--- src/rtl/gdda_pkg.sv ---
// Package with the types, constants and calendar functions of the date arithmetic block.
`default_nettype none

package gdda_pkg;

  localparam int YP_W = 17;
  localparam int U_W  = 25;
  localparam int T_W  = 27;

  // Years are biased by a multiple of 400 so that every legal year is positive.
  localparam int YEAR_BIAS = 33200;
  localparam logic [YP_W-1:0] YP_BIAS = YP_W'(YEAR_BIAS);

  function automatic int start_c(input int yp);
    return 365 * yp + (yp + 3) / 4 - (yp + 99) / 100 + (yp + 399) / 400;
  endfunction

  // Day numbers of 1 January of the lowest legal year and of the year after the highest.
  localparam logic signed [T_W-1:0] T_LO = T_W'(start_c(YEAR_BIAS - 32768));
  localparam logic signed [T_W-1:0] T_HI = T_W'(start_c(YEAR_BIAS + 32768));

  // Reciprocal of the mean year length, scaled by two to the 32nd.
  localparam logic [23:0] EST_K = 24'((64'd400 << 32) / 64'd146097);

  localparam logic [1:0] ST_OK    = 2'd0;
  localparam logic [1:0] ST_BAD   = 2'd1;
  localparam logic [1:0] ST_RANGE = 2'd2;

  typedef enum logic [3:0] {
    S_IDLE, S_CHECK, S_SA1, S_SA2, S_SB1, S_SB2, S_TSUM, S_EST,
    S_Y1, S_Y2, S_N1, S_N2, S_MON, S_OUT
  } state_t;

  typedef enum logic [3:0] {
    CMD_NONE, CMD_LOAD, CMD_CHECK, CMD_SU_A, CMD_SU_B, CMD_SU_Y, CMD_SU_Y1,
    CMD_CAP_A, CMD_CAP_B, CMD_TSUM, CMD_EST, CMD_YDEC, CMD_SKEEP, CMD_YINC,
    CMD_MONTH, CMD_OUT
  } dp_cmd_t;

  typedef struct packed {
    logic op;
    logic bad;
    logic out_rng;
    logic s_gt_t;
  } dp_sts_t;

  // Floor of n / 25, exact for n below 43690.
  function automatic logic [10:0] div25(input logic [14:0] n);
    logic [27:0] p;
    p = 28'(n) * 28'd5243;
    return p[27:17];
  endfunction

  function automatic logic leap_f(input logic [YP_W-1:0] yp);
    logic [14:0] q4;
    logic [12:0] q16;
    logic [10:0] d4;
    logic [10:0] d16;
    logic        c100;
    logic        c400;
    q4   = yp[16:2];
    q16  = yp[16:4];
    d4   = div25(q4);
    d16  = div25({2'b00, q16});
    c100 = ((15'(d4) * 15'd25) == q4);
    c400 = (yp[3:0] == 4'd0) && ((15'(d16) * 15'd25) == {2'b00, q16});
    return (yp[1:0] == 2'd0) && (!c100 || c400);
  endfunction

  // Days in the months before month m.
  function automatic logic [8:0] cum_f(input logic leap, input logic [3:0] m);
    logic [8:0] c;
    case (m)
      4'd1:    c = 9'd0;
      4'd2:    c = 9'd31;
      4'd3:    c = 9'd59;
      4'd4:    c = 9'd90;
      4'd5:    c = 9'd120;
      4'd6:    c = 9'd151;
      4'd7:    c = 9'd181;
      4'd8:    c = 9'd212;
      4'd9:    c = 9'd243;
      4'd10:   c = 9'd273;
      4'd11:   c = 9'd304;
      4'd12:   c = 9'd334;
      default: c = 9'd0;
    endcase
    if (leap && (m >= 4'd3) && (m <= 4'd12)) begin
      c = c + 9'd1;
    end
    return c;
  endfunction

  function automatic logic [4:0] mlen_f(input logic leap, input logic [3:0] m);
    logic [4:0] l;
    case (m)
      4'd2:    l = leap ? 5'd29 : 5'd28;
      4'd4:    l = 5'd30;
      4'd6:    l = 5'd30;
      4'd9:    l = 5'd30;
      4'd11:   l = 5'd30;
      default: l = 5'd31;
    endcase
    return l;
  endfunction

  function automatic logic date_ok(input logic leap, input logic [3:0] m,
                                   input logic [4:0] d);
    return (m >= 4'd1) && (m <= 4'd12) && (d != 5'd0) && (d <= mlen_f(leap, m));
  endfunction

endpackage

`default_nettype wire

--- src/rtl/gdda_ctrl.sv ---
// Controller state machine that sequences the date arithmetic datapath.
`default_nettype none

module gdda_ctrl
  import gdda_pkg::*;
(
  input  logic    clk,
  input  logic    rst_n,
  input  logic    in_valid,
  output logic    in_stall,
  output logic    out_valid,
  input  logic    out_stall,
  input  dp_sts_t sts,
  output dp_cmd_t cmd
);

  state_t state_r;
  state_t state_nxt;
  logic   out_valid_r;
  logic   out_valid_nxt;
  logic   out_free;

  assign out_free  = !out_valid_r || !out_stall;
  assign out_valid = out_valid_r;

  always_ff @(posedge clk) begin
    if (!rst_n) begin
      state_r     <= S_IDLE;
      out_valid_r <= 1'b0;
    end else begin
      state_r     <= state_nxt;
      out_valid_r <= out_valid_nxt;
    end
  end

  always_comb begin
    state_nxt = state_r;
    case (state_r)
      S_IDLE:  if (in_valid) state_nxt = S_CHECK;
      S_CHECK: state_nxt = sts.bad ? S_OUT : S_SA1;
      S_SA1:   state_nxt = S_SA2;
      S_SA2:   state_nxt = sts.op ? S_SB1 : S_TSUM;
      S_SB1:   state_nxt = S_SB2;
      S_SB2:   state_nxt = S_OUT;
      S_TSUM:  state_nxt = sts.out_rng ? S_OUT : S_EST;
      S_EST:   state_nxt = S_Y1;
      S_Y1:    state_nxt = S_Y2;
      S_Y2:    state_nxt = sts.s_gt_t ? S_Y1 : S_N1;
      S_N1:    state_nxt = S_N2;
      S_N2:    state_nxt = sts.s_gt_t ? S_MON : S_N1;
      S_MON:   state_nxt = S_OUT;
      S_OUT:   if (out_free) state_nxt = S_IDLE;
      default: state_nxt = S_IDLE;
    endcase
  end

  always_comb begin
    cmd           = CMD_NONE;
    in_stall      = (state_r != S_IDLE);
    out_valid_nxt = out_valid_r && out_stall;
    case (state_r)
      S_IDLE:  if (in_valid) cmd = CMD_LOAD;
      S_CHECK: cmd = CMD_CHECK;
      S_SA1:   cmd = CMD_SU_A;
      S_SA2:   cmd = CMD_CAP_A;
      S_SB1:   cmd = CMD_SU_B;
      S_SB2:   cmd = CMD_CAP_B;
      S_TSUM:  cmd = CMD_TSUM;
      S_EST:   cmd = CMD_EST;
      S_Y1:    cmd = CMD_SU_Y;
      S_Y2:    cmd = sts.s_gt_t ? CMD_YDEC : CMD_SKEEP;
      S_N1:    cmd = CMD_SU_Y1;
      S_N2:    cmd = sts.s_gt_t ? CMD_NONE : CMD_YINC;
      S_MON:   cmd = CMD_MONTH;
      S_OUT: begin
        if (out_free) begin
          cmd           = CMD_OUT;
          out_valid_nxt = 1'b1;
        end
      end
      default: cmd = CMD_NONE;
    endcase
  end

endmodule

`default_nettype wire

--- src/rtl/gdda_dp.sv ---
// Datapath with the year-start unit, day numbers, year search and result registers.
`default_nettype none

module gdda_dp
  import gdda_pkg::*;
(
  input  logic                clk,
  input  dp_cmd_t             cmd,
  output dp_sts_t             sts,
  input  logic                in_op,
  input  logic signed [15:0]  in_year_a,
  input  logic [3:0]          in_month_a,
  input  logic [4:0]          in_day_a,
  input  logic signed [25:0]  in_day_offset,
  input  logic signed [15:0]  in_year_b,
  input  logic [3:0]          in_month_b,
  input  logic [4:0]          in_day_b,
  output logic signed [15:0]  out_year_out,
  output logic [3:0]          out_month_out,
  output logic [4:0]          out_day_out,
  output logic signed [25:0]  out_day_count,
  output logic [1:0]          out_status
);

  logic                   op_r;
  logic [YP_W-1:0]        ypa_r;
  logic [3:0]             ma_r;
  logic [4:0]             da_r;
  logic signed [25:0]     off_r;
  logic [YP_W-1:0]        ypb_r;
  logic [3:0]             mb_r;
  logic [4:0]             db_r;
  logic [1:0]             st_r;
  logic [YP_W-1:0]        su_yp_r;
  logic [14:0]            su_a_r;
  logic [10:0]            su_b_r;
  logic [10:0]            su_c_r;
  logic                   su_leap_r;
  logic [U_W-1:0]         u_a_r;
  logic [U_W-1:0]         u_b_r;
  logic signed [T_W-1:0]  t_r;
  logic [YP_W-1:0]        y_r;
  logic [U_W-1:0]         s_r;
  logic                   s_leap_r;
  logic signed [15:0]     res_year_r;
  logic [3:0]             res_month_r;
  logic [4:0]             res_day_r;
  logic signed [15:0]     out_year_r;
  logic [3:0]             out_month_r;
  logic [4:0]             out_day_r;
  logic signed [25:0]     out_count_r;
  logic [1:0]             out_status_r;

  logic [YP_W-1:0]        su_sel;
  logic [17:0]            sel_p3;
  logic [17:0]            sel_p99;
  logic [17:0]            sel_p399;
  logic [25:0]            start_full;
  logic [U_W-1:0]         start_w;
  logic [3:0]             cap_m;
  logic [4:0]             cap_d;
  logic [U_W-1:0]         serial_w;
  logic signed [T_W-1:0]  t_sum;
  logic                   rng_ok;
  logic [48:0]            est_prod;
  logic [8:0]             doy;
  logic [3:0]             mon;
  logic [8:0]             day_full;
  logic [YP_W-1:0]        year_full;
  logic                   bad;

  assign bad = !date_ok(leap_f(ypa_r), ma_r, da_r) ||
               (op_r && !date_ok(leap_f(ypb_r), mb_r, db_r));

  always_comb begin
    case (cmd)
      CMD_SU_B:  su_sel = ypb_r;
      CMD_SU_Y:  su_sel = y_r;
      CMD_SU_Y1: su_sel = y_r + YP_W'(1);
      default:   su_sel = ypa_r;
    endcase
  end

  assign sel_p3   = 18'(su_sel) + 18'd3;
  assign sel_p99  = 18'(su_sel) + 18'd99;
  assign sel_p399 = 18'(su_sel) + 18'd399;

  // Day number of 1 January of the biased year held in the first stage.
  assign start_full = 26'(su_yp_r) * 26'd365 + 26'(su_a_r) - 26'(su_b_r) + 26'(su_c_r);
  assign start_w    = start_full[U_W-1:0];

  assign cap_m    = (cmd == CMD_CAP_B) ? mb_r : ma_r;
  assign cap_d    = (cmd == CMD_CAP_B) ? db_r : da_r;
  assign serial_w = start_w + U_W'(cum_f(su_leap_r, cap_m)) + U_W'(cap_d) - U_W'(1);

  assign t_sum  = $signed({2'b00, u_a_r}) + T_W'(off_r);
  assign rng_ok = (t_sum >= T_LO) && (t_sum < T_HI);

  assign est_prod = 49'(t_r[U_W-1:0]) * 49'(EST_K);

  assign doy = 9'(t_r[U_W-1:0] - s_r);

  always_comb begin
    mon = 4'd1;
    for (int k = 2; k <= 12; k++) begin
      if (doy >= cum_f(s_leap_r, 4'(k))) begin
        mon = 4'(k);
      end
    end
  end

  assign day_full  = doy - cum_f(s_leap_r, mon) + 9'd1;
  assign year_full = y_r - YP_BIAS;

  assign sts.op      = op_r;
  assign sts.bad     = bad;
  assign sts.out_rng = !rng_ok;
  assign sts.s_gt_t  = (start_w > t_r[U_W-1:0]);

  always_ff @(posedge clk) begin
    if (cmd == CMD_SU_A || cmd == CMD_SU_B || cmd == CMD_SU_Y || cmd == CMD_SU_Y1) begin
      su_yp_r   <= su_sel;
      su_a_r    <= sel_p3[16:2];
      su_b_r    <= div25(sel_p99[16:2]);
      su_c_r    <= div25({2'b00, sel_p399[16:4]});
      su_leap_r <= leap_f(su_sel);
    end
    case (cmd)
      CMD_LOAD: begin
        op_r  <= in_op;
        ypa_r <= YP_W'({in_year_a[15], in_year_a}) + YP_BIAS;
        ma_r  <= in_month_a;
        da_r  <= in_day_a;
        off_r <= in_day_offset;
        ypb_r <= YP_W'({in_year_b[15], in_year_b}) + YP_BIAS;
        mb_r  <= in_month_b;
        db_r  <= in_day_b;
      end
      CMD_CHECK: st_r  <= bad ? ST_BAD : ST_OK;
      CMD_CAP_A: u_a_r <= serial_w;
      CMD_CAP_B: u_b_r <= serial_w;
      CMD_TSUM: begin
        t_r <= t_sum;
        if (!rng_ok) begin
          st_r <= ST_RANGE;
        end
      end
      CMD_EST:  y_r <= est_prod[48:32];
      CMD_YDEC: y_r <= y_r - YP_W'(1);
      CMD_SKEEP: begin
        s_r      <= start_w;
        s_leap_r <= su_leap_r;
      end
      CMD_YINC: begin
        y_r      <= y_r + YP_W'(1);
        s_r      <= start_w;
        s_leap_r <= su_leap_r;
      end
      CMD_MONTH: begin
        res_year_r  <= $signed(year_full[15:0]);
        res_month_r <= mon;
        res_day_r   <= day_full[4:0];
      end
      CMD_OUT: begin
        out_status_r <= st_r;
        out_year_r   <= '0;
        out_month_r  <= '0;
        out_day_r    <= '0;
        out_count_r  <= '0;
        if (st_r == ST_OK) begin
          if (op_r) begin
            out_count_r <= $signed({1'b0, u_a_r} - {1'b0, u_b_r});
          end else begin
            out_year_r  <= res_year_r;
            out_month_r <= res_month_r;
            out_day_r   <= res_day_r;
          end
        end
      end
      default: ;
    endcase
  end

  assign out_year_out  = out_year_r;
  assign out_month_out = out_month_r;
  assign out_day_out   = out_day_r;
  assign out_day_count = out_count_r;
  assign out_status    = out_status_r;

endmodule

`default_nettype wire

--- src/rtl/gregorian_date_day_arithmetic_core.sv ---
// Top level of the proleptic Gregorian date arithmetic block.
//
// Use: a transaction on the input channel (in_valid high, in_stall low at a
// rising edge) carries one request. With in_op low the block adds the signed
// in_day_offset to date A; with in_op high it returns the days from date B to
// date A. Each request produces exactly one result transaction on the output
// channel, taken when out_valid is high and out_stall is low.
// Steps: a day difference checks the dates and converts date A, then date B, in
// the year-start unit. A date addition converts date A, adds the offset, estimates
// the year, corrects it down and then up, and finds the month. Invalid dates go
// straight from the check to the output, out-of-range sums from the offset sum.
// Throughput: one request at a time; in_stall is high from the cycle after
// acceptance until the result has been written into the output register. The
// year search shares the single year-start unit with the date conversions.
// A result may wait in the output register while the next request is taken;
// while the receiver stalls, the result holds steady and a finished request
// waits in its final state.
// Reset (rst_n low, synchronous) returns the controller to idle and drops
// out_valid; no result in flight survives it.
`default_nettype none

module gregorian_date_day_arithmetic_core
  import gdda_pkg::*;
(
  input  logic               clk,
  input  logic               rst_n,
  input  logic               in_valid,
  output logic               in_stall,
  input  logic               in_op,
  input  logic signed [15:0] in_year_a,
  input  logic [3:0]         in_month_a,
  input  logic [4:0]         in_day_a,
  input  logic signed [25:0] in_day_offset,
  input  logic signed [15:0] in_year_b,
  input  logic [3:0]         in_month_b,
  input  logic [4:0]         in_day_b,
  output logic               out_valid,
  input  logic               out_stall,
  output logic signed [15:0] out_year_out,
  output logic [3:0]         out_month_out,
  output logic [4:0]         out_day_out,
  output logic signed [25:0] out_day_count,
  output logic [1:0]         out_status
);

  // Commands flow from the controller to the datapath, flags flow back.
  dp_cmd_t cmd;
  dp_sts_t sts;

  gdda_ctrl u_ctrl (
    .clk       (clk),
    .rst_n     (rst_n),
    .in_valid  (in_valid),
    .in_stall  (in_stall),
    .out_valid (out_valid),
    .out_stall (out_stall),
    .sts       (sts),
    .cmd       (cmd)
  );

  gdda_dp u_dp (
    .clk           (clk),
    .cmd           (cmd),
    .sts           (sts),
    .in_op         (in_op),
    .in_year_a     (in_year_a),
    .in_month_a    (in_month_a),
    .in_day_a      (in_day_a),
    .in_day_offset (in_day_offset),
    .in_year_b     (in_year_b),
    .in_month_b    (in_month_b),
    .in_day_b      (in_day_b),
    .out_year_out  (out_year_out),
    .out_month_out (out_month_out),
    .out_day_out   (out_day_out),
    .out_day_count (out_day_count),
    .out_status    (out_status)
  );

endmodule

`default_nettype wire

--- config.mk ---
export PLATFORM = sky130hd
export DESIGN_NAME = gregorian_date_day_arithmetic_core
export DESIGN_NICKNAME = d
export VERILOG_FILES = /design/src/rtl/gdda_pkg.sv /design/src/rtl/gdda_ctrl.sv /design/src/rtl/gdda_dp.sv /design/src/rtl/gregorian_date_day_arithmetic_core.sv
export SDC_FILE = /design/constraint.sdc
export NUM_CORES = 2
export LEC_CHECK = 0
export BUFFER_PORTS_ARGS = -buffer_cell sky130_fd_sc_hd__buf_2
export CAP_MARGIN = 10
export CELL_PAD_IN_SITES_DETAIL_PLACEMENT = 1
export CELL_PAD_IN_SITES_GLOBAL_PLACEMENT = 1
export CORE_UTILIZATION = 30
export DETAILED_ROUTE_END_ITERATION = 10
export GPL_ROUTABILITY_DRIVEN = 0
export PLACE_DENSITY = 0.49
export SLEW_MARGIN = 25
export SYNTH_ARGS = -nofsm -noshare
export SYNTH_HDL_FRONTEND = slang
export SYNTH_HIERARCHICAL = 1
export SYNTH_SLANG_ARGS = --single-unit
--- constraint.sdc ---
create_clock -name clk -period 23 [get_ports clk]
set_input_delay 2.3 -clock clk [delete_from_list [all_inputs] [get_ports clk]]
set_output_delay 2.3 -clock clk [all_outputs]
set_load 0.02 [all_outputs]
==> flow_summary.json <==
{
  "clk_pin_slew_ns": 0.07,
  "fin_crit_sh_pct": 86.0,
  "core_area_um2": 202000,
  "synth-edff-count": 314,
  "drt_iter0_drc": 1434,
  "cp_max_fo": 35,
  "min_path_type": "reg2reg",
  "cts_resized": 0,
  "die_height_um": 453,
  "finalCriticalPeriod_ns": 19.78,
  "finalHoldViolCount": 0,
  "reg2reg_slack_ns": 3.22,
  "fin_setup_tns_ns": 0,
  "synth_top_flop_cell": "edfxtp_1",
  "setup_ws_ns": 3.22,
  "dp_slack_ns": 2.93,
  "worstSkewPairLatency_ns": 0.63,
  "final_cell_mix": "inv_1 (1,472), ha_1 (1,307), fa_1 (778), xnor2_1 (320), edfxtp_1 (314)",
  "start_util_pct": 30.2,
  "syn_area_per_cell_um2": 10.0,
  "cp.required_ns": 23.33,
  "gr-total-overflow": 0,
  "cts_hold_buf": 0,
  "syn2layout_area_growth_pct": 9.35,
  "port_buffers": 135,
  "setup_viol": 0,
  "clockBufferDepth": 3,
  "finalWirelength_um": 185000,
  "cts_buffers": 40,
  "cts_setup_buffers": 0,
  "die_w_um": 453,
  "antenna_found_initial": 3,
  "htree_levels": 2,
  "gr-usage-all-layers_pct": 18.4,
  "worst_slew_pin_slew_ns": 0.983,
  "status": "complete, no violations",
  "drtPass1Iterations": 5,
  "fmax_mhz": 50.6,
  "route.detailed.drc": 0,
  "critical_path_class": "reg2reg",
  "clock_skew_ns": 0.0354,
  "grt_pass1_wl_um": 289000,
  "synth_area_leaders": "ha_1 (27%), fa_1 (25%), edfxtp_1 (15%)",
  "critical-path-max-stage-delay_ns": 0.77,
  "io_pins": 136,
  "dpl.hpwl_um": 160000,
  "relSlewSlack_pct": 34.3,
  "wl_per_cell_um": 20.7,
  "cts_sinks": 319,
  "grt_pass1_vias": 46813,
  "synth-async-reset-ratio_pct": 0,
  "synth_area_um2": 61100,
  "final-max-slew-violation-count": 0,
  "synthesis.nets": 8257,
  "netlist.area_leader.share_pct": 26.8,
  "ys_ff_latch": 319,
  "vias_per_cell": 4.64,
  "maxCapViolations": 0,
  "end_kind": "flop",
  "ys_seq_area_share_pct": 15.6,
  "final_common_cell": "inv_1",
  "drive_above_1_share_pct": 5.67,
  "synthCells": 6091,
  "ys_types": 94,
  "cts_tree": "done",
  "rsz0062_at_grt": "no",
  "dieArea_um2": 206000,
  "drtAntennaViolNets": 0,
  "nNetsFinal": 8417,
  "rows": 165,
  "crit_arrival_ns": 20.12,
  "grt_max_degree": 54,
  "vias": 41586,
  "cp_slowest_cell": "a21oi_4",
  "ys_warn_count": 6,
  "synth_area_leader_cell": "ha_1",
  "clockRootBuffer": "clkbuf_16",
  "start_kind": "flop"
}
==> final cells by class <==
cell class / instances / area, µm²
clock buffer: 43 / 1010
sequential: 319 / 9530
inverter: 1477 / 5540
antenna: 2 / 5.00
clock inverter: 28 / 345
multi-input combinational: 4204 / 45800
fill: 22958 / 135000
timing repair buffer: 209 / 1230
tap: 2672 / 3340
==> synthesized netlist by cell type, types with 11 or more instances <==
cell / n
and3_1: 31
clkbuf_1: 59
o21bai_1: 32
a21o_1: 134
o31ai_1: 18
nand2b_1: 42
a221oi_1: 12
a31o_2: 13
or2_2: 13
a211oi_1: 24
a21oi_1: 218
and2_1: 45
edfxtp_1: 314
nor2_1: 240
nor3_1: 61
mux2i_1: 17
ha_1: 1307
fa_1: 778
a22oi_1: 11
o21ai_1: 28
nand4_1: 43
o22ai_1: 26
buf_2: 22
or3_1: 15
nor3b_1: 12
o21ai_0: 128
nand3_1: 58
xnor2_1: 322
nand2_1: 157
o211ai_1: 17
nor2b_1: 41
inv_1: 1472
a31oi_1: 29
xor2_1: 118
o21a_1: 46
==> metal layers <==
metal / part of all wire, % / GRT usage (%)
met1: 47 / 24.8
met2: 50 / 32.9
met3: 1.3 / 0.935
met4: 1.6 / 3.10
met5: 0 / 0
==> path summary, 6_finish.rpt <==
path                       from                    to  depth (start not counted)
max reg2reg     u_dp/su_yp_r[6]        u_dp/su_leap_r                         72
min          u_dp/res_year_r[3]  u_dp/out_year_out[3]                          1
max             u_dp/su_yp_r[6]        u_dp/su_leap_r                         72
min reg2reg  u_dp/res_year_r[3]  u_dp/out_year_out[3]                          1
==> cells by family after synthesis <==
family	count (synthesis)	share of synthesized area (%)
adder cells (fa/ha/maj)	2086	52.2
buffers and inverters	1568	9.72
AO/OA/AOI/OAI	851	9.26
AND/OR/NAND/NOR	806	6.54
XOR/XNOR	440	6.30
flip-flops	319	15.6
multiplexers	21	0.352
==> critical path: cells and delay by family, from the launching register on <==
kind,cells,cell delay [ns]
simple gates,12,2.26
fa+ha+maj,18,7.09
compound gates,27,7.65
flops,1,0.53
xor+xnor,3,0.54
buf+inv,12,1.37
==> state kept, by name (all words and copies together) (netlist names), 9 cells and up <==
register,cells
u_dp/off_r,26
u_dp/out_day_count,26
u_dp/out_year_out,16
u_dp/res_year_r,16
u_dp/s_r,9
u_dp/su_a_r,15
u_dp/su_b_r,11
u_dp/su_c_r,9
u_dp/su_yp_r,17
u_dp/t_r,25
u_dp/u_a_r,25
u_dp/u_b_r,25
u_dp/y_r,17
u_dp/ypa_r,17
u_dp/ypb_r,17
==> per-stage QoR <==
| stage | hold slack (ns) | std cells | utilization [%] | cell area, µm² |
|---|---|---|---|---|
| finish | 0.531 | 8954 | 33.0 | 66800 |
| global route | 0.550 | 8952 | 33.0 | 66800 |
| CTS | 0.536 | 8952 | 33.0 | 66800 |
| detailed placement | 0.516 | 8881 | 32.4 | 65500 |
| global placement | 0.512 | 8881 | 32.4 | 65500 |
| floorplan | 0.426 | 6091 | - | 61100 |
Power is not shown: default switching activity piles up to over one toggle a cycle in this logic, so the estimate is an artifact.
